## src/hdl/cnv_pkg.sv

```systemverilog
// ----------------------------------------------------------------------------
// cnv_pkg
// shared types, constants and the saturating accumulate step of the 3x3
// convolution filter
// ----------------------------------------------------------------------------
package cnv_pkg;

    // default number of pixels a line buffer can hold
    localparam int DEFAULT_MAX_WIDTH = 1024;

    // register field widths
    localparam int IMG_W_BITS = 11;
    localparam int IMG_H_BITS = 12;
    localparam int COEF_BITS  = 24;
    localparam int CFG_IDX_BITS = 3;

    // smallest frame size the counters work with
    localparam int MIN_SIZE = 3;

    // register reset values (sobel-y kernel)
    localparam logic [IMG_W_BITS-1:0] RST_IMAGE_WIDTH  = 11'd640;
    localparam logic [IMG_H_BITS-1:0] RST_IMAGE_HEIGHT = 12'd480;
    localparam logic [COEF_BITS-1:0]  RST_COEF_LEFT    = 24'h0100FF;
    localparam logic [COEF_BITS-1:0]  RST_COEF_MID     = 24'h0200FE;
    localparam logic [COEF_BITS-1:0]  RST_COEF_RIGHT   = 24'h0100FF;

    // accumulator saturation level
    localparam logic signed [17:0] SAT_LIMIT = 18'sd255;
    localparam logic [7:0]         SAT_VALUE = 8'hFF;

    // configuration register indexes
    typedef enum logic [CFG_IDX_BITS-1:0] {
        REG_IMAGE_WIDTH  = 3'd0,
        REG_IMAGE_HEIGHT = 3'd1,
        REG_COEF_LEFT    = 3'd2,
        REG_COEF_MID     = 3'd3,
        REG_COEF_RIGHT   = 3'd4
    } cfg_reg_t;

    // input transaction payload
    typedef struct packed {
        logic [7:0] pixel;
        logic       frame_start;
    } in_item_t;

    // output transaction payload
    typedef struct packed {
        logic [7:0]  filtered;
        logic [11:0] out_row;
        logic [9:0]  out_col;
    } out_item_t;

    // per-centre control travelling down the arithmetic stages
    typedef struct packed {
        logic        filt;
        logic [11:0] row;
        logic [9:0]  col;
    } cnv_ctrl_t;

    // one product: unsigned pixel times signed coefficient
    typedef logic signed [16:0] prod_t;

    // window: [column left/mid/right][row above/centre/below]
    typedef logic [2:0][2:0][7:0] window_t;

    // one accumulate step: the signed 8-bit accumulator plus a product,
    // clipped to 0xff when the wide sum goes above 255, else wrapped
    function automatic logic [7:0] sat_step(input logic [7:0] acc, input prod_t prod);
        logic signed [17:0] sum;
        sum = $signed({{10{acc[7]}}, acc}) + $signed({prod[16], prod});
        if (sum > SAT_LIMIT) begin
            return SAT_VALUE;
        end
        return sum[7:0];
    endfunction

endpackage

```

## src/hdl/cnv_accum.sv

```systemverilog
// ----------------------------------------------------------------------------
// cnv_accum
// saturating accumulation over the nine products in two stages, and the
// output register
// ----------------------------------------------------------------------------
module cnv_accum (
    input  logic                   clk,
    input  logic                   ld_mid,
    input  logic                   ld_out,
    input  cnv_pkg::prod_t         prod [9],
    input  cnv_pkg::cnv_ctrl_t     ctrl_in,
    output cnv_pkg::out_item_t     result
);
    import cnv_pkg::*;

    logic [7:0] acc_next;
    logic [7:0] acc_reg;
    prod_t      tail_reg [4];
    cnv_ctrl_t  ctrl_reg;
    logic [7:0] fin_next;
    out_item_t  result_reg;

    // first five terms: left column and the top of the middle column
    always_comb
    begin
        acc_next = '0;
        for (int k = 0; k < 5; k++)
        begin
            acc_next = sat_step(acc_next, prod[k]);
        end
    end

    always_ff @(posedge clk)
    begin
        if (ld_mid)
        begin
            acc_reg  <= acc_next;
            ctrl_reg <= ctrl_in;
            for (int k = 0; k < 4; k++)
            begin
                tail_reg[k] <= prod[k+5];
            end
        end
    end

    always_comb
    begin
        fin_next = acc_reg;
        for (int k = 0; k < 4; k++)
        begin
            fin_next = sat_step(fin_next, tail_reg[k]);
        end
    end

    always_ff @(posedge clk)
    begin
        if (ld_out)
        begin
            result_reg.filtered <= ctrl_reg.filt ? fin_next : 8'd0;
            result_reg.out_row  <= ctrl_reg.row;
            result_reg.out_col  <= ctrl_reg.col;
        end
    end

    assign result = result_reg;

endmodule

```

## config.mk

```make
export PLATFORM = sky130hd
export DESIGN_NAME = cnv_accum
export DESIGN_NICKNAME = d
export VERILOG_FILES = /design/src/hdl/cnv_pkg.sv /design/src/hdl/cnv_accum.sv
export SDC_FILE = /design/constraint.sdc
export NUM_CORES = 1
export LEC_CHECK = 0
export ABC_AREA = 1
export ABC_CLOCK_PERIOD_IN_PS = 11480
export CAP_MARGIN = 20
export CORE_AREA = 3 3 186 188
export DETAILED_ROUTE_END_ITERATION = 8
export DIE_AREA = 0 0 189 191
export DONT_BUFFER_PORTS = 1
export PLACE_DENSITY = 0.57
export SYNTH_ARGS = -nofsm -noshare
export SYNTH_HDL_FRONTEND = slang
export SYNTH_SLANG_ARGS = --single-unit
```

## constraint.sdc

```tcl
create_clock -name clk -period 11.48 [get_ports clk]
set_input_delay 1.148 -clock clk [delete_from_list [all_inputs] [get_ports clk]]
set_output_delay 1.148 -clock clk [all_outputs]
set_load 0.03 [all_outputs]
```

==> results of run 1 <==
[area by class of cell]
class | count | area, sq um
fillers | 3478 | 19600
flip-flops and latches | 129 | 3870
diodes | 8 | 20.0
inverters | 248 | 931
clock inverters | 15 | 186
multi-input cells | 1401 | 7730
clock buffers | 17 | 425
well taps | 448 | 561
[logic make-up after synthesis]
family / share of synthesized area (%)
buffers and inverters: 7.43
AOI/OAI and AO/OA: 8.16
and+or+nand+nor: 34.5
DFF: 30.9
adders and majority gates: 15.2
xor gates and xnor gates: 3.90
[path summary, 6_finish.rpt]
kind | startpoint | end | slack, ns
setup reg to reg | tail_reg[0][0]$_DFFE_PP_ | result[29]$_SDFFCE_PN0P_ | 2.71
setup / recovery | prod[150] | acc_reg[0]$_SDFFCE_PN1P_ | 1.94
hold / removal | ctrl_reg[7]$_DFFE_PP_ | result[7]$_DFFE_PP_ | 0.42
hold reg to reg | ctrl_reg[7]$_DFFE_PP_ | result[7]$_DFFE_PP_ | 0.42
[cells in the mapped netlist, drive strengths merged]
library cell	n	area share [%]
nand2	609	19
inv	248	7.4
nand3	163	6.8
nor2	163	5.0
ha	139	14
edfxtp	129	31
a21oi	124	5.1
o21ai	40	1.7
xnor2	38	2.7
nand4	26	1.3
nor3	19	0.80
xor2	17	1.2
nand3b	14	0.87
and2	8	0.40
fa	8	1.3
o21bai	7	0.42
or2	7	0.35
o31ai	5	0.30
a21o	4	0.24
nor4	4	0.20
o211ai	3	0.18
a21boi	2	0.12
a31oi	1	0.050
[routing by layer]
layer | track usage [%] | vias to the layer above
met3 | 4.93 | 39
met4 | 5.04 | 4
li1 | - | 5933
met1 | 20.8 | 5102
met2 | 33.4 | 200
met5 | 0 | -
[metrics by stage]
step                      area (sq um)  instances  hold slack, ns  setup WS (ns)
after detailed placement         13100       2226           0.405           1.48
after floorplan                  12500       1778           0.400           2.99
final                            13700       2266           0.420           1.94
after global placement           13100       2226           0.400           1.51
after global routing             13700       2262           0.427          0.798
after CTS                        13700       2258           0.421           1.91
[worst register-to-register path: cells and delay by family (launching register included)]
family / cells / cell delay [ns]
simple gates: 35 / 3.97
fa+ha+maj: 6 / 2.33
compound gates: 7 / 1.50
flops: 1 / 0.42
buf+inv: 3 / 0.28
==> flow_summary.yaml, run 1 <==
die:
  die_x_um: 189
  fp.dieArea_sq_mm: 0.0361
  fp.dieH_um: 191
  rows: 67
  coreArea_sq_mm: 0.0333
  start_util_pct: 37.7
  io_pins: 209
job:
  maxCapViolCount: 0
global_route:
  grt_pass1_vias: 10900
  grt_pass1_wl_mm: 53.6
  antenna_found_initial: 8
  grt_overflow_total: 0
  grt.total_usage_pct: 18.2
  grt_max_degree: 100
worst_hold_path:
  hold_path_depth: 0
  hold_class: "flip-flop to flip-flop"
finish:
  area_growth_syn_to_layout_pct: 9.51
  final_core_util_pct: 41.2
  drive_above_1_share_pct: 4.86
  final_common_cell: "nand2_1"
  final_nets: 2123
  most-common-layout-cells: "nand2_1 (584), inv_1 (248), nor2_1 (158), nand3_1 (155), ha_1 (139)"
  largest_reg_flops: 68
worst_setup_path:
  ff2ff_path_depth: 51
  crit_type: "primary input to flip-flop"
  crit_buf_inv: 4
  critical_path_arrival_ns: 9.70
  worstPathMaxFanout: 10
  cp_common_cell: "nand2_1"
  path_delay_family: "simple AND/OR/NAND/NOR gates"
  worstSetupPathDepth: 55
  crit_required_ns: 11.64
  crit_slowest_cell: "ha_1"
  end_kind: "flip-flop"
  startpoint_type: "primary input"
  max_stage_delay_ns: 0.53
timing:
  setup_viol: 0
  hold_viol: 0
  slew_violations: 0
  fin_crit_ns: 9.54
  max-slew-margin-rel_pct: 62.6
  max_freq_mhz: 105
  finalSetupTns_ns: 0
  rsz0062_at_grt: "no"
  clock_skew_ns: 0.0166
  post-route-period-util_pct: 83.1
  tightest_slew_ns: 0.555
detailed_routing:
  wl_met2_mm: 16.7
  routedWlPerCell_um: 14.5
  vias: 11300
  antenna_left: 0
  drt_wl_total_mm: 32.9
  met3_length_mm: 1.92
  drt-initial-drc-count: 558
  drc_errors: 0
  vias_per_cell: 4.98
  top_layer: "met5"
  drt_pass1_iterations: 7
  route.layer.met1.wl_mm: 13.7
yosys:
  synth_nets: 2104
  syn_area_sq_mm: 0.0125
  synthCells: 1778
  seq_area_frac_synth_pct: 30.9
  yosys.cell_types.count: 33
  synth_seq_cells: 129
  ys_warn_count: 0
  syn_avg_cell_area_sq_um: 7.05
cts:
  cts.sink_count: 129
  insertion_delay_ns: 0.43
  cts_buffer_depth: 2
  cts_buffers: 17
  cts_setup_buffers: 0
  cts_resized: 0
  clk_pin_slew_worst_paths_ns: 0.07
  cts_tree: "done"
  root_buffer: "clkbuf_16"
  ctsHoldBuffers: 0
  cts_max_level: 4
run_status:
  status: "finished, final reports clean"
place:
  portBuffers: 0
  place_hpwl_mm: 27.2
  routabilityCongestion: 0.897
Power of run 1 is left out: the tool's default activity adds up to more than one toggle a clock period on the data nets, which glitch-free logic cannot reach.
==> run 2: changes to the inputs <==
ABC_CLOCK_PERIOD_IN_PS = 7700   (was 11480)
PLACE_DENSITY = 0.59   (was 0.57)
clock period = 7.7 ns   (was 11.48 ns; I/O delays follow)
==> flow_summary.yaml, run 2 (synthesis gave the netlist of run 1 again) <==
timing:
  fin_crit_ns: 8.07
  clock_skew_ns: 0.0106
  setup_viol: 8
  worst_slack_ns: -0.365
  slew_violations: 0
  tightest_slew_ns: 0.821
  max-slew-margin-rel_pct: 44.9
  rsz0062_at_grt: "yes"
  max_freq_mhz: 124
  post-route-period-util_pct: 105
  hold_viol: 0
  worst_hold_slack_ns: 0.412
worst_setup_path:
  crit_slowest_cell: "nor4_4"
  reg2reg_slack_ns: 0.29
  worstPathMaxFanout: 8
  critical_path_arrival_ns: 8.23
  startpoint_type: "primary input"
  end_kind: "flip-flop"
  cp_common_cell: "nand2_2"
  crit_required_ns: 7.86
  max_stage_delay_ns: 0.38
  crit_type: "primary input to flip-flop"
cts:
  cts_buffer_depth: 2
  cts_tree: "done"
  ctsHoldBuffers: 0
  root_buffer: "clkbuf_16"
  insertion_delay_ns: 0.42
  cts.sink_count: 129
  clk_pin_slew_worst_paths_ns: 0.06
  cts_max_level: 4
  cts_buffers: 17
detailed_routing:
  vias_per_cell: 5.01
  vias: 13000
  drc_errors: 0
  route.layer.met1.wl_mm: 15.1
  drt_pass1_iterations: 5
  wl_met2_mm: 21.0
  top_layer: "met5"
  antenna_left: 0
  drt-initial-drc-count: 543
  met3_length_mm: 2.22
  routedWlPerCell_um: 15.1
  drt_wl_total_mm: 39.3
place:
  portBuffers: 0
  routabilityCongestion: 0.929
  place_hpwl_mm: 28.5
  place_area_sq_mm: 0.0152
finish:
  fillCellCount: 2789
  final_area_sq_mm: 0.0194
  final_core_util_pct: 58.2
  most-common-layout-cells: "nand2_1 (451), buf_4 (314), inv_1 (221), edfxtp_1 (129), nand2_2 (114)"
  final_common_cell: "nand2_1"
  drive_above_1_share_pct: 42.2
  area_growth_syn_to_layout_pct: 54.6
  largest_reg_flops: 68
  final_nets: 2462
global_route:
  grt_pass1_wl_mm: 59.1
  antenna_found_initial: 4
  grt_pass1_vias: 12700
  grt_max_degree: 100
  grt_overflow_total: 0
  grt.total_usage_pct: 19.9
run_status:
  status: "complete, but fails checks"
  violations: "negative setup slack"
die:
  die_x_um: 189
  rows: 67
  start_util_pct: 37.7
  fp.dieH_um: 191
  coreArea_sq_mm: 0.0333
  fp.dieArea_sq_mm: 0.0361
  io_pins: 209
worst_hold_path:
  hold_class: "flip-flop to flip-flop"
job:
  maxCapViolCount: 0
-- run 2: layer usage --
layer / up-vias / track usage [%]
li1: 6590 / -
met1: 6069 / 21.3
met2: 279 / 37.3
met3: 71 / 5.54
met4: 6 / 6.76
met5: - / 0
-- run 2: worst paths after layout --
kind,start,end,cells past startpoint
setup / recovery,prod[145],acc_reg[2]$_SDFFCE_PN1P_,51
setup reg to reg,acc_reg[7]$_SDFFCE_PN1P_,result[28]$_SDFFCE_PN0P_,58
hold reg to reg,ctrl_reg[15]$_DFFE_PP_,result[15]$_DFFE_PP_,0
hold / removal,ctrl_reg[15]$_DFFE_PP_,result[15]$_DFFE_PP_,0
-- run 2: cell type report --
type                            count  area, sq um  area share (%)
Multi-Input combinational cell   1405        10800            55.7
Clock inverter                     13          105           0.542
Clock buffer                       19          433            2.23
Sequential cell                   129         3870            20.0
Inverter                          248          941            4.86
Tap cell                          448          561            2.89
Antenna cell                        1         2.50          0.0129
Timing Repair Buffer              335         2670            13.8
-- run 2: per-stage QoR --
stage	setup TNS (ns)	std cells	setup slack (ns)
floorplan	0	1778	0.0153
global placement	-11.07	2494	-1.13
detailed placement	-12.55	2494	-1.24
CTS	-1.46	2558	-0.208
global route	-8.08	2598	-0.816
finish	-2.75	2598	-0.365
-- run 2: critical path: cells and delay by family --
kind / cells / cell delay (ns)
buffers and inverters: 10 / 1.10
xor gates and xnor gates: 1 / 0.15
and+or+nand+nor: 32 / 4.37
AOI/OAI and AO/OA: 3 / 0.33
adders and majority gates: 5 / 1.43
-- run 2: timing repair --
action	4_1_cts	5_1_grt
endpoints found under the setup margin	16	16
buffers inserted	28	37
gates resized for setup	192	429
pin swaps	48	163
gates cloned	4	3
Power of run 2 is left out for the same reason.
