<file path="config.mk">
export PLATFORM = sky130hd
export DESIGN_NAME = cnv_window
export DESIGN_NICKNAME = d
export VERILOG_FILES = /design/src/hdl/cnv_pkg.sv /design/src/hdl/cnv_window.sv
export SDC_FILE = /design/constraint.sdc
export NUM_CORES = 1
export LEC_CHECK = 0
export BUFFER_PORTS_ARGS = -buffer_cell sky130_fd_sc_hd__buf_2
export CAP_MARGIN = 20
export CORE_ASPECT_RATIO = 2
export CORE_MARGIN = 3
export CORE_UTILIZATION = 40
export DETAILED_ROUTE_END_ITERATION = 10
export HOLD_SLACK_MARGIN = 0.08
export SLEW_MARGIN = 20
export SYNTH_ARGS = -nofsm -noshare
export SYNTH_HDL_FRONTEND = slang
export SYNTH_SLANG_ARGS = --single-unit
export TNS_END_PERCENT = 20
</file>
<file path="constraint.sdc">
create_clock -name clk -period 4.5 [get_ports clk]
set_input_delay 0.45 -clock clk [delete_from_list [all_inputs] [get_ports clk]]
set_output_delay 0.45 -clock clk [all_outputs]
set_load 0.1 [all_outputs]
</file>
<file path="src/hdl/cnv_pkg.sv">
// ----------------------------------------------------------------------------
// cnv_pkg
// shared types, constants and the saturating accumulate step of the 3x3
// convolution filter
// ----------------------------------------------------------------------------
package cnv_pkg;

    // default number of pixels a line buffer can hold
    localparam int DEFAULT_MAX_WIDTH = 1024;

    // register field widths
    localparam int IMG_W_BITS = 11;
    localparam int IMG_H_BITS = 12;
    localparam int COEF_BITS  = 24;
    localparam int CFG_IDX_BITS = 3;

    // smallest frame size the counters work with
    localparam int MIN_SIZE = 3;

    // register reset values (sobel-y kernel)
    localparam logic [IMG_W_BITS-1:0] RST_IMAGE_WIDTH  = 11'd640;
    localparam logic [IMG_H_BITS-1:0] RST_IMAGE_HEIGHT = 12'd480;
    localparam logic [COEF_BITS-1:0]  RST_COEF_LEFT    = 24'h0100FF;
    localparam logic [COEF_BITS-1:0]  RST_COEF_MID     = 24'h0200FE;
    localparam logic [COEF_BITS-1:0]  RST_COEF_RIGHT   = 24'h0100FF;

    // accumulator saturation level
    localparam logic signed [17:0] SAT_LIMIT = 18'sd255;
    localparam logic [7:0]         SAT_VALUE = 8'hFF;

    // configuration register indexes
    typedef enum logic [CFG_IDX_BITS-1:0] {
        REG_IMAGE_WIDTH  = 3'd0,
        REG_IMAGE_HEIGHT = 3'd1,
        REG_COEF_LEFT    = 3'd2,
        REG_COEF_MID     = 3'd3,
        REG_COEF_RIGHT   = 3'd4
    } cfg_reg_t;

    // input transaction payload
    typedef struct packed {
        logic [7:0] pixel;
        logic       frame_start;
    } in_item_t;

    // output transaction payload
    typedef struct packed {
        logic [7:0]  filtered;
        logic [11:0] out_row;
        logic [9:0]  out_col;
    } out_item_t;

    // per-centre control travelling down the arithmetic stages
    typedef struct packed {
        logic        filt;
        logic [11:0] row;
        logic [9:0]  col;
    } cnv_ctrl_t;

    // one product: unsigned pixel times signed coefficient
    typedef logic signed [16:0] prod_t;

    // window: [column left/mid/right][row above/centre/below]
    typedef logic [2:0][2:0][7:0] window_t;

    // one accumulate step: the signed 8-bit accumulator plus a product,
    // clipped to 0xff when the wide sum goes above 255, else wrapped
    function automatic logic [7:0] sat_step(input logic [7:0] acc, input prod_t prod);
        logic signed [17:0] sum;
        sum = $signed({{10{acc[7]}}, acc}) + $signed({prod[16], prod});
        if (sum > SAT_LIMIT) begin
            return SAT_VALUE;
        end
        return sum[7:0];
    endfunction

endpackage

</file>
<file path="src/hdl/cnv_window.sv">
// ----------------------------------------------------------------------------
// cnv_window
// 3x3 pixel window and the registered bank of nine products
// ----------------------------------------------------------------------------
module cnv_window (
    input  logic                   clk,
    input  logic                   rst_n,
    input  logic                   shift,
    input  logic [7:0]             col_above,
    input  logic [7:0]             col_mid,
    input  logic [7:0]             col_pixel,
    input  logic [2:0][23:0]       coef,
    input  cnv_pkg::cnv_ctrl_t     ctrl_in,
    output cnv_pkg::prod_t         prod [9],
    output cnv_pkg::cnv_ctrl_t     ctrl_out
);
    import cnv_pkg::*;

    window_t   win_reg;
    window_t   win_next;
    prod_t     prod_next [9];
    prod_t     prod_reg [9];
    cnv_ctrl_t ctrl_reg;

    always_comb
    begin
        win_next[0]    = win_reg[1];
        win_next[1]    = win_reg[2];
        win_next[2][0] = col_above;
        win_next[2][1] = col_mid;
        win_next[2][2] = col_pixel;
        for (int x = 0; x < 3; x++)
        begin
            for (int y = 0; y < 3; y++)
            begin
                prod_next[3*x+y] = prod_t'($signed({1'b0, win_next[x][y]}))
                                 * prod_t'($signed(coef[x][8*y +: 8]));
            end
        end
    end

    always_ff @(posedge clk or negedge rst_n)
    begin
        if (!rst_n)
        begin
            win_reg <= '0;
        end
        else if (shift)
        begin
            win_reg <= win_next;
        end
    end

    always_ff @(posedge clk)
    begin
        if (shift)
        begin
            prod_reg <= prod_next;
            ctrl_reg <= ctrl_in;
        end
    end

    assign prod     = prod_reg;
    assign ctrl_out = ctrl_reg;

endmodule

</file>
==> results.md, run 1 <==
- Cell depth of the worst setup path: 13
- Die footprint: between 70000 and 80000 um2
- Clk root buf: clkbuf_16
- Pin slew with the least headroom to its limit: 0.860 ns
- Sequential fraction of the synthesis area: a little under a quarter
- Die height: 375 um
- Synth area leaders: fa_1 24%, edfxtp_1 19%, ha_1 18%
- Maximum Capacitance Violations: 0
- Synth area leader: fa_1
- CP bufs+invs: 2
- Gr usage total: approximately a fifth
- Ys Warns: 0
- Total wire length: between 60 and 70 mm
- Critical path data required time: 4.82 ns
- Post-layout net count: ~3900
- Minimum clock period: 4.33 ns
- Vias in the first global route: 22166
- Post-layout util: between 40% and 50%
- Clock slew at reported path FFs: 0.08 ns
- Compound-Gate Fraction of Synth Area: 6.24%
- Unrepaired setup endpoints after global routing: true
- Worst min-delay path category: in2reg
- P per Cell Area: 655 nW/um2
- Async set-reset flop share out of synthesis: 21.4%
- Via Count: 19865
- Largest family of logic cells by synthesized area: adder cells
- Crit path capture type: flop
- Setup crit start kind: flop
- Relative slew margins: 42.7%
- Mean post-synth cell area: 10.3 um2
- I/O Buffers: 297
- Area grow syn2layout: 15.8%
- Synth Instances: 2644
- Post-DR wirelength/cell: roughly 17 um
- Area fraction of the dominant cell type after synthesis: 24.5%
- Outcome: completed
- VDD IR max: 0.608 mV
- Global-route wire length before repair: between 100 and 150 mm
- Die W: 191 um
- Commonest cells after routing, fill and taps aside: 516 x inv_1, 387 x ha_1, 380 x and2_1, 332 x fa_1, 296 x buf_2
- Final setup viols: 0
- Layout cell share with drive strength beyond 1: 16.6%
- XOR/XNOR Fraction of Synth Area: 2.73%
- Hold wc startpoint: col_above[2]
- P_leak: ~0.016 uW
- Slew Limit Fails: 0
- Antenna violations before repair: 7
- Post-Syn Area: 27200 um2
- CP dominant cell by count: fa_1
- Max reg flops: 153
- Commonest non-fill, non-tap cell in the layout: inv_1
- Critical Path AT: ~4.7 ns
- Core footprint: 67100 um2
- I/O pin cnt: 298
- Hpwl dp: 55.1 mm
- DR iter-0 viols: 641
- Row cnt: ~130
- TritonRoute pass-1 iters: 4
- Worst path max stage delay: about 0.58 ns
- Synth unique cells: between 60 and 70
- Synth Register Bits: 224
- Worst setup path end: prod[65]$_DFFE_PP_
- Hold Violations, Final: 0
- Htree depth: 1
- DRC: 0
- Critical path's top delay family: adder cells
- Worst Setup SP: win_next[44]$_DFFE_PN0P_
- Clock Latency Late Sink: 0.57 ns
- Post-CTS Setup Bufs: 0
- CTS tree: yes
- Power, Total: 20700 uW
- RePlAce Congestion: between 0.8 and 0.9
- Most used DFF post-synth: edfxtp_1
- Total gr overflow: 0
- Synth Area in Adders: 42.2%
- Clk buf depth: 3
- Worst Hold Path Cells: 2
- Antenna-violating nets left: 0
- Reg2reg start: win_next[44]$_DFFE_PN0P_
- Total CTS buffers: 26
- Crit-path cells: and2_1 -> fa_1 -> inv_1 -> fa_1 -> fa_1 -> fa_1 -> inv_1 -> ha_1 -> a211oi_1 -> nor2_1 -> o221a_2 -> o21ai_1 -> xnor2_1
- Worst r2r dst: prod[65]$_DFFE_PP_
- Crit Path Max Fanout: 10
- Final Skew: 0.0191 ns
- Reg2reg path depth: 13
- CTS sink count: 224
- Area share of and/or/nand/nor cells after synthesis: between 15 and 20%
- Worst reg2reg setup slack: 0.17 ns
- Highest-delay cell along the critical path: fa_1
- Crit Path Category: reg2reg
- Initial Utilization: 40.6%
- Fin crit share: 96.2%
- Routed vias/inst: approximately 5
- Largest net degree at the start of global routing: 99
- Number of synthesized flops with an enable pin: between 150 and 200
- Highest Clock Rate: 0.231 GHz
- Mapped Nets: 3486
- Share of synthesized area spent on multiplexers: ~2.1%
## per-stage QoR
step	setup slack (ns)	area (um2)	TNS, ns	hold WS (ns)	cells
floorplan	0.324	27200	0	0.154	2644
global placement	0.00693	30400	0	0.565	3884
detailed placement	-0.0727	30400	-0.0876	0.566	3884
CTS	0.0740	31500	0	0.143	3956
global route	-0.0535	31500	-0.101	0.165	3956
finish	0.171	31500	0	0.194	3958
## what timing repair did
| action | CTS | global route |
|---|---|---|
| resized for setup | 1 | 25 |
| hold endpoints to repair | 71 | 0 |
| hold buffers | 24 | 0 |
| endpoints found under the setup margin | 1 | 19 |
| pin swaps | 0 | 1 |
## cell families after synthesis
kind of cell | Yosys count
DFF | 224
muxes | 51
buffers and inverters | 536
xor gates and xnor gates | 85
adders and majority gates | 720
AOI/OAI and AO/OA | 245
and+or+nand+nor | 783
## area by class of cell
| type | instances | area (um2) |
|---|---|---|
| fillers | 6372 | 35500 |
| multi-input cells | 1884 | 18800 |
| flip-flops and latches | 224 | 6510 |
| repair buffers | 399 | 2350 |
| inverters | 517 | 1940 |
| well taps | 884 | 1110 |
| clock buffers | 29 | 693 |
| clock inverters | 19 | 186 |
| diodes | 2 | 5.00 |
## how the worst min path moves through the flow
stage,end
floorplan,win_next[0]$_DFFE_PN0P_
global placement,win_next[7]$_DFFE_PN0P_
detailed placement,win_next[7]$_DFFE_PN0P_
CTS,win_next[26]$_DFFE_PN0P_
global route,win_next[26]$_DFFE_PN0P_
finish,win_next[26]$_DFFE_PN0P_
## power by group
part	switching, uW	total, uW	internal [uW]	leakage (uW)
Clock	983	2220	1240	0.000419
Combinational	9790	14700	4930	0.0131
Sequential	290	3710	3420	0.00227
Total	11100	20700	9590	0.0158
## synth_stat cells, types with 26 or more instances
library cell and count:
inv_1 516, and2_1 380, nor2_1 107, nor3_1 29
fa_1 333, xor2_1 26, xnor2_1 59, mux2_2 49
edfxtp_1 176, dfrtp_1 48, a211oi_1 26, nand2_1 159
a21o_1 41, a21oi_1 50, nand2b_1 33, ha_1 387
o21ai_0 36
## per-layer routing
layer	track usage (%)	wire, um	share of wire, %
met5	0	32	0.048
met1	19.4	24000	36
met2	37.4	36900	56
met3	3.14	3390	5.1
met4	6.35	2110	3.2
No activity file was read; power rests on OpenSTA's default activity.
==> run 2: changes to the inputs <==
--- a/config.mk
+++ b/config.mk
@@ -9,9 +9,10 @@
 export CAP_MARGIN = 20
 export CORE_ASPECT_RATIO = 2
 export CORE_MARGIN = 3
-export CORE_UTILIZATION = 40
+export CORE_UTILIZATION = 49
 export DETAILED_ROUTE_END_ITERATION = 10
 export HOLD_SLACK_MARGIN = 0.08
+export PLACE_DENSITY = 0.69
 export SLEW_MARGIN = 20
 export SYNTH_ARGS = -nofsm -noshare
 export SYNTH_HDL_FRONTEND = slang
==> run 2 against run 1 <==
Die area shrank 18%. Fmax decreased by 0.83%. Sequential power about the same. Highest routed layer unchanged. Critical endpoint is now prod[135]$_DFFE_PP_.
==> results.md, run 2 (synthesis results as in run 1) <==
- Htree depth: 1 (unchanged)
- Die height: 339 um (was 375 um)
- Slew Limit Fails: 0 (unchanged)
- Power, Total: 20500 uW (was 20700 uW)
- Post-DR wirelength/cell: 16.7 um (was 16.8 um)
- Outcome: completed (unchanged)
- Worst min-delay path category: in2reg (unchanged)
- Hpwl dp: 51.9 mm (was 55.1 mm)
- Maximum Capacitance Violations: 0 (unchanged)
- Layout cell share with drive strength beyond 1: 15.8% (was 16.6%)
- DR iter-0 viols: 740 (was 641)
- Post-layout net count: 3861 (was 3894)
- Antenna violations before repair: 12 (was 7)
- Commonest non-fill, non-tap cell in the layout: inv_1 (unchanged)
- Commonest cells after routing, fill and taps aside: 516 x inv_1, 387 x ha_1, 380 x and2_1, 333 x fa_1, 296 x buf_2 (was 516 x inv_1, 387 x ha_1, 380 x and2_1, 332 x fa_1, 296 x buf_2)
- Largest net degree at the start of global routing: 109 (was 99)
- Hold_ws: 0.127 ns (was 0.194 ns)
- Fin crit share: 97.0% (was 96.2%)
- Setup tns final: 0 ns (unchanged)
- Setup crit start kind: flop (unchanged)
- VDD IR max: 0.837 mV (was 0.608 mV)
- Gr usage total: 21.9% (was 18.8%)
- Clk buf depth: 3 (unchanged)
- Hold Violations, Final: 0 (unchanged)
- Die W: 173 um (was 191 um)
- CTS sink count: 224 (unchanged)
- Non-Filler Instances: 3786 (was 3958)
- Reg2reg start: win_next[11]$_DFFE_PN0P_ (was win_next[44]$_DFFE_PN0P_)
- P_leak: 0.0156 uW (was 0.0158 uW)
- I/O Buffers: 297 (unchanged)
- Pin slew with the least headroom to its limit: 0.950 ns (was 0.860 ns)
- Total wire length: 63.4 mm (was 66.4 mm)
- Crit Path Category: reg2reg (unchanged)
- Reg2reg path depth: 14 (was 13)
- Global-route wire length before repair: 107 mm (was 109 mm)
- Area grow syn2layout: 14.3% (was 15.8%)
- Total gr overflow: 0 (unchanged)
- Vias in the first global route: 22187 (was 22166)
- P per Cell Area: 658 nW/um2 (was 655 nW/um2)
- DRC: 0 (unchanged)
- Critical path data required time: 4.80 ns (was 4.82 ns)
- Final setup viols: 0 (unchanged)
- Via Count: 19850 (was 19865)
- Clock slew at reported path FFs: 0.06 ns (was 0.08 ns)
- Antenna-violating nets left: 0 (unchanged)
- Minimum clock period: 4.37 ns (was 4.33 ns)
- Worst Setup SP: win_next[11]$_DFFE_PN0P_ (was win_next[44]$_DFFE_PN0P_)
- Total CTS buffers: 26 (unchanged)
- Clk root buf: clkbuf_16 (unchanged)
- Clock Latency Late Sink: 0.56 ns (was 0.57 ns)
- Post-layout util: 56.8% (was 47.0%)
- Unrepaired setup endpoints after global routing: false (was true)
- RePlAce Congestion: 0.880 (was 0.873)
- Relative slew margins: 36.7% (was 42.7%)
- Final Skew: 0.0178 ns (was 0.0191 ns)
- Critical Path AT: 4.67 ns (was 4.65 ns)
- Crit Path Max Fanout: 9 (was 10)
- Highest Clock Rate: 0.229 GHz (was 0.231 GHz)
- CTS tree: yes (unchanged)
- I/O pin cnt: 298 (unchanged)
- Placed Cells: 3705 (was 3884)
- Crit path capture type: flop (unchanged)
- TritonRoute pass-1 iters: 4 (unchanged)
- Hold wc startpoint: ctrl_in[19] (was col_above[2])
- Max reg flops: 153 (unchanged)
- Row cnt: 121 (was 134)
- Routed vias/inst: 5.24 (was 5.02)
- Worst Hold Path Cells: 1 (was 2)
- Initial Utilization: 49.7% (was 40.6%)
- Die footprint: 58600 um2 (was 71500 um2)
- Core footprint: 54800 um2 (was 67100 um2)
run 2: cell count changes in the layout (fill, tap and decap cells not counted), moves of 6 or more:
cell,delta
dfrtp_2,+7
dfrtp_1,-6
buf_4,-32
diode_2,+7
run 2: path summary, 6_finish.rpt:
check                                      endpoint  slack (ns)
setup / recovery                prod[135]$_DFFE_PP_        0.13
hold / removal               ctrl_out[19]$_DFFE_PP_        0.13
setup reg to reg                prod[135]$_DFFE_PP_        0.13
hold reg to reg            win_next[40]$_DFFE_PN0P_        0.58
max in group asynchronous  win_next[29]$_DFFE_PN0P_        3.36
min in group asynchronous  win_next[17]$_DFFE_PN0P_        0.55
run 2: layer usage:
metal / vias to the layer above / wire length [um] / global-route usage [%]
li1: 9313 / - / -
met3: 118 / 3390 / 3.81
met1: 9951 / 23100 / 23.6
met4: 4 / 1870 / 8.07
met2: 464 / 35000 / 42.5
met5: - / 27 / 0
run 2: metrics by stage:
stage               worst slack [ns]  cell area [um2]
floorplan                      0.324            27200
global placement            -0.00265            30000
detailed placement          -0.00908            30000
CTS                           0.0370            31100
global route                 0.00121            31100
finish                         0.135            31100
run 2: layout make-up:
cell class	instances	area [um2]
diodes	9	22.5
clock buffers	29	683
clock inverters	19	199
fillers	4822	23700
inverters	517	1940
multi-input cells	1884	18800
flip-flops and latches	224	6520
well taps	738	923
repair buffers	366	2100
run 2: where the power goes:
group          internal [uW]  switching [uW]
registers               3420             309
clock network           1280             939
logic                   4810            9720
total                   9510           11000
run 2: timing repair:
item                       CTS  global route
setup endpoints to repair    0            20
hold buffers                23             0
hold endpoints to repair    70             0
resized for setup            0            31
buffers inserted             0             1
run 2: worst max-delay path: stages, from the launching register on:
cell and delay (ns):
dfrtp_1 0.53, nand2_1 0.12, fa_1 0.50, fa_1 0.55, inv_1 0.05, fa_1 0.47, inv_1 0.05, fa_1 0.47
inv_1 0.04, ha_1 0.33, a211oi_1 0.32, a21oi_2 0.12, o211ai_1 0.28, o211ai_1 0.14, o211a_1 0.15
==> run 3: changes to the inputs <==
==> constraint.sdc (replaced) <==
create_clock -name clk -period 5 [get_ports clk]
set_input_delay 0.5 -clock clk [delete_from_list [all_inputs] [get_ports clk]]
set_output_delay 0.5 -clock clk [all_outputs]
set_load 0.1 [all_outputs]
==> run 3 against run 2 <==
Die area unchanged. Global-route usage increased by 0.34 points. Worst setup slack better by 0.31 ns. Final area fell by 1.3%. Critical endpoint is now prod[84]$_DFFE_PP_. Highest routed layer unchanged. Sequential share of layout area is 0.18 points higher. Wire length increased by 0.80%. Via count is essentially flat. Register-to-register slack gained 0.31 ns. Largest power group unchanged. Combinational power down 10%. Flip-flop and latch count unchanged.
==> results.md, run 3 (synthesis results as in run 1) <==
- DRC: 0 (unchanged)
- Die W: 173 um (unchanged)
- CP dominant cell by count: fa_1 (unchanged)
- Hold-fix buffer count after cts: 14 (was 23)
- Layout cell share with drive strength beyond 1: 14.0% (was 15.8%)
- CTS tree: yes (unchanged)
- Crit Path Max Fanout: 9 (unchanged)
- Setup crit start kind: flop (unchanged)
- I/O pin cnt: 298 (unchanged)
- Max reg flops: 153 (unchanged)
- TritonRoute pass-1 iters: 5 (was 4)
- RePlAce Congestion: 0.870 (was 0.880)
- Worst Setup SP: win_next[38]$_DFFE_PN0P_ (was win_next[11]$_DFFE_PN0P_)
- Sequential cell area: 6490 um2 (was 6520 um2)
- Via Count: 19834 (was 19850)
- Worst min-delay path category: in2async (was in2reg)
- CTS sink count: 224 (unchanged)
- Final setup viols: 0 (unchanged)
- Worst path max stage delay: 0.53 ns (was 0.55 ns)
- Cell depth of the worst setup path: 13 (was 14)
- Worst r2r dst: prod[84]$_DFFE_PP_ (was prod[135]$_DFFE_PP_)
- Post-layout net count: 3818 (was 3861)
- Critical path data required time: 5.33 ns (was 4.80 ns)
- Die footprint: 58600 um2 (unchanged)
- Post-DR wirelength/cell: 17.1 um (was 16.7 um)
- Maximum Capacitance Violations: 0 (unchanged)
- Global-route wire length before repair: 108 mm (was 107 mm)
- Gate power share: 70.7% (was 71.0%)
- Hpwl dp: 52.0 mm (was 51.9 mm)
- Internal Power: 8480 uW (was 9510 uW)
- Post-CTS Setup Bufs: 0 (unchanged)
- DR WL met3: 3.39 mm (about the same)
- Total gr overflow: 0 (unchanged)
- P per Cell Area: 597 nW/um2 (was 658 nW/um2)
- Crit path capture type: flop (unchanged)
- Area grow syn2layout: 12.8% (was 14.3%)
- Clk buf depth: 3 (unchanged)
- Clock network fraction of total power: 11.0% (was 10.8%)
- P_leak: 0.0155 uW (was 0.0156 uW)
- Worst reg2reg setup slack: 0.45 ns (was 0.13 ns)
- Htree depth: 1 (unchanged)
- CP bufs+invs: 2 (was 3)
- Fillers: 4865 (was 4822)
- Antenna-violating nets left: 0 (unchanged)
- Setup tns final: 0 ns (unchanged)
- Clock slew at reported path FFs: 0.07 ns (was 0.06 ns)
- Minimum clock period: 4.55 ns (was 4.37 ns)
- Pin slew with the least headroom to its limit: 0.900 ns (was 0.950 ns)
- Commonest cells after routing, fill and taps aside: 516 x inv_1, 387 x ha_1, 380 x and2_1, 333 x fa_1, 296 x buf_2 (unchanged)
- Critical path's top delay family: adder cells (unchanged)
- Highest-delay cell along the critical path: dfrtp_1 (was fa_1)
- Net Sw Frac: 53.8% (was 53.6%)
- Antenna violations before repair: 10 (was 12)
- Highest Clock Rate: 0.220 GHz (was 0.229 GHz)
- Fin crit share: 91.1% (was 97.0%)
- Outcome: completed (unchanged)
- Commonest non-fill, non-tap cell in the layout: inv_1 (unchanged)
- Total CTS buffers: 26 (unchanged)
- Reg2reg path depth: 13 (was 14)
- Die height: 339 um (unchanged)
- Relative slew margins: 40.0% (was 36.7%)
- Vias in the first global route: 22296 (was 22187)
- DR iter-0 viols: 733 (was 740)
- Core footprint: 54800 um2 (unchanged)
- Hold Violations, Final: 0 (unchanged)
- Final Skew: 0.0128 ns (was 0.0178 ns)
- Clk root buf: clkbuf_16 (unchanged)
- I/O Buffers: 297 (unchanged)
- WL met1: 23.2 mm (was 23.1 mm)
- Slew Limit Fails: 0 (unchanged)
- VDD IR max: 0.548 mV (was 0.837 mV)
- Unrepaired setup endpoints after global routing: false (unchanged)
- Row cnt: 121 (unchanged)
- CTS resizes: 0 (unchanged)
- Critical Path AT: 4.89 ns (was 4.67 ns)
- Worst setup path end: prod[84]$_DFFE_PP_ (was prod[135]$_DFFE_PP_)
- Clock Latency Late Sink: 0.57 ns (was 0.56 ns)
- Multi-input logic area: 18700 um2 (was 18800 um2)
- Total wire length: 63.9 mm (was 63.4 mm)
- Initial Utilization: 49.7% (unchanged)
- Top layer in use: met5 (unchanged)
- Routed vias/inst: 5.30 (was 5.24)
- NetSw: 9860 uW (was 11000 uW)
- Reg2reg start: win_next[38]$_DFFE_PN0P_ (was win_next[11]$_DFFE_PN0P_)
- Met2 WL post-DR: 35.2 mm (was 35.0 mm)
- Post-route cell area: 30700 um2 (was 31100 um2)
- Placed cell area: 29700 um2 (was 30000 um2)
- Largest net degree at the start of global routing: 107 (was 109)
- Seq pwr share: 18.3% (was 18.2%)
- Gr usage total: 22.3% (was 21.9%)
- Crit-path cells: and2_1 -> fa_1 -> fa_1 -> fa_1 -> inv_1 -> fa_1 -> inv_1 -> ha_1 -> o21ai_0 -> a21oi_1 -> o21ai_0 -> mux2i_1 -> nor3_1 (was nand2_1 -> fa_1 -> fa_1 -> inv_1 -> fa_1 -> inv_1 -> fa_1 -> inv_1 -> ha_1 -> a211oi_1 -> a21oi_2 -> o211ai_1 -> o211ai_1 -> o211a_1)
- Crit Path Category: reg2reg (unchanged)
==> run 3: cell types whose count changed in the layout (fill, tap and decap cells not counted), sizes merged <==
cell	previous run	this run
dlygate4sd3	23	14
clkinvlp	3	2
buf	343	309
clkinv	12	7
clkbuf	29	35
diode	9	7
==> run 3: power groups by stage <==
| stage | clock network, uW | registers [uW] | logic, uW |
|---|---|---|---|
| 3_3_place_gp | 0 | 3390 | 12700 |
| 4_1_cts | 2110 | 3360 | 13100 |
| 5_1_grt | 2170 | 3430 | 14300 |
| 3_5_place_dp | 0 | 3390 | 13000 |
| 2_1_floorplan | 0 | 6920 | 6860 |
| 6_report | 2020 | 3360 | 13000 |
==> run 3: cell type report <==
| type | count | share of cell area, % |
|---|---|---|
| Clock inverter | 13 | 0.505 |
| Timing Repair Buffer | 323 | 5.66 |
| Clock buffer | 35 | 2.39 |
| Tap cell | 738 | 3.00 |
| Inverter | 517 | 6.31 |
| Multi-Input combinational cell | 1884 | 61.0 |
| Antenna cell | 7 | 0.0570 |
| Sequential cell | 224 | 21.1 |
==> run 3: worst min-delay path by stage <==
stage	slack, ns	cells after the start	from	endpoint
global route	0.08	1	ctrl_in[13]	ctrl_out[13]$_DFFE_PP_
detailed placement	0.59	1	win_next[40]$_DFFE_PN0P_	win_next[40]$_DFFE_PN0P_
CTS	0.08	2	rst_n	win_next[41]$_DFFE_PN0P_
global placement	0.57	1	win_next[40]$_DFFE_PN0P_	win_next[40]$_DFFE_PN0P_
floorplan	0.20	0	rst_n	win_next[0]$_DFFE_PN0P_
finish	0.08	2	rst_n	win_next[17]$_DFFE_PN0P_
==> run 3: per-stage QoR <==
stage	utilization [%]	worst slack [ns]	hold slack (ns)	std cells	power, uW
6_report	56.1	0.446	0.0832	3741	18300
5_1_grt	56.1	0.184	0.0830	3739	19900
4_1_cts	56.1	0.494	0.0801	3734	18500
3_5_place_dp	54.2	0.310	0.587	3672	16400
3_3_place_gp	54.2	0.335	0.572	3672	16000
2_1_floorplan	-	0.774	0.204	2644	13800
==> run 3: worst reg2reg max path, stage by stage (launching register included) <==
cell and delay, ns:
dfrtp_1 0.53, and2_1 0.24, fa_1 0.52, fa_1 0.53, fa_1 0.49, inv_1 0.05
fa_1 0.48, inv_1 0.04, ha_1 0.31, o21ai_0 0.29, a21oi_1 0.12, o21ai_0 0.24
mux2i_1 0.11, nor3_1 0.38
==> run 3: routing by layer <==
metal	up-vias	GRT usage, %
li1	9222	-
met1	9955	24.1
met2	510	43.2
met3	141	3.47
met4	6	8.36
met5	-	0
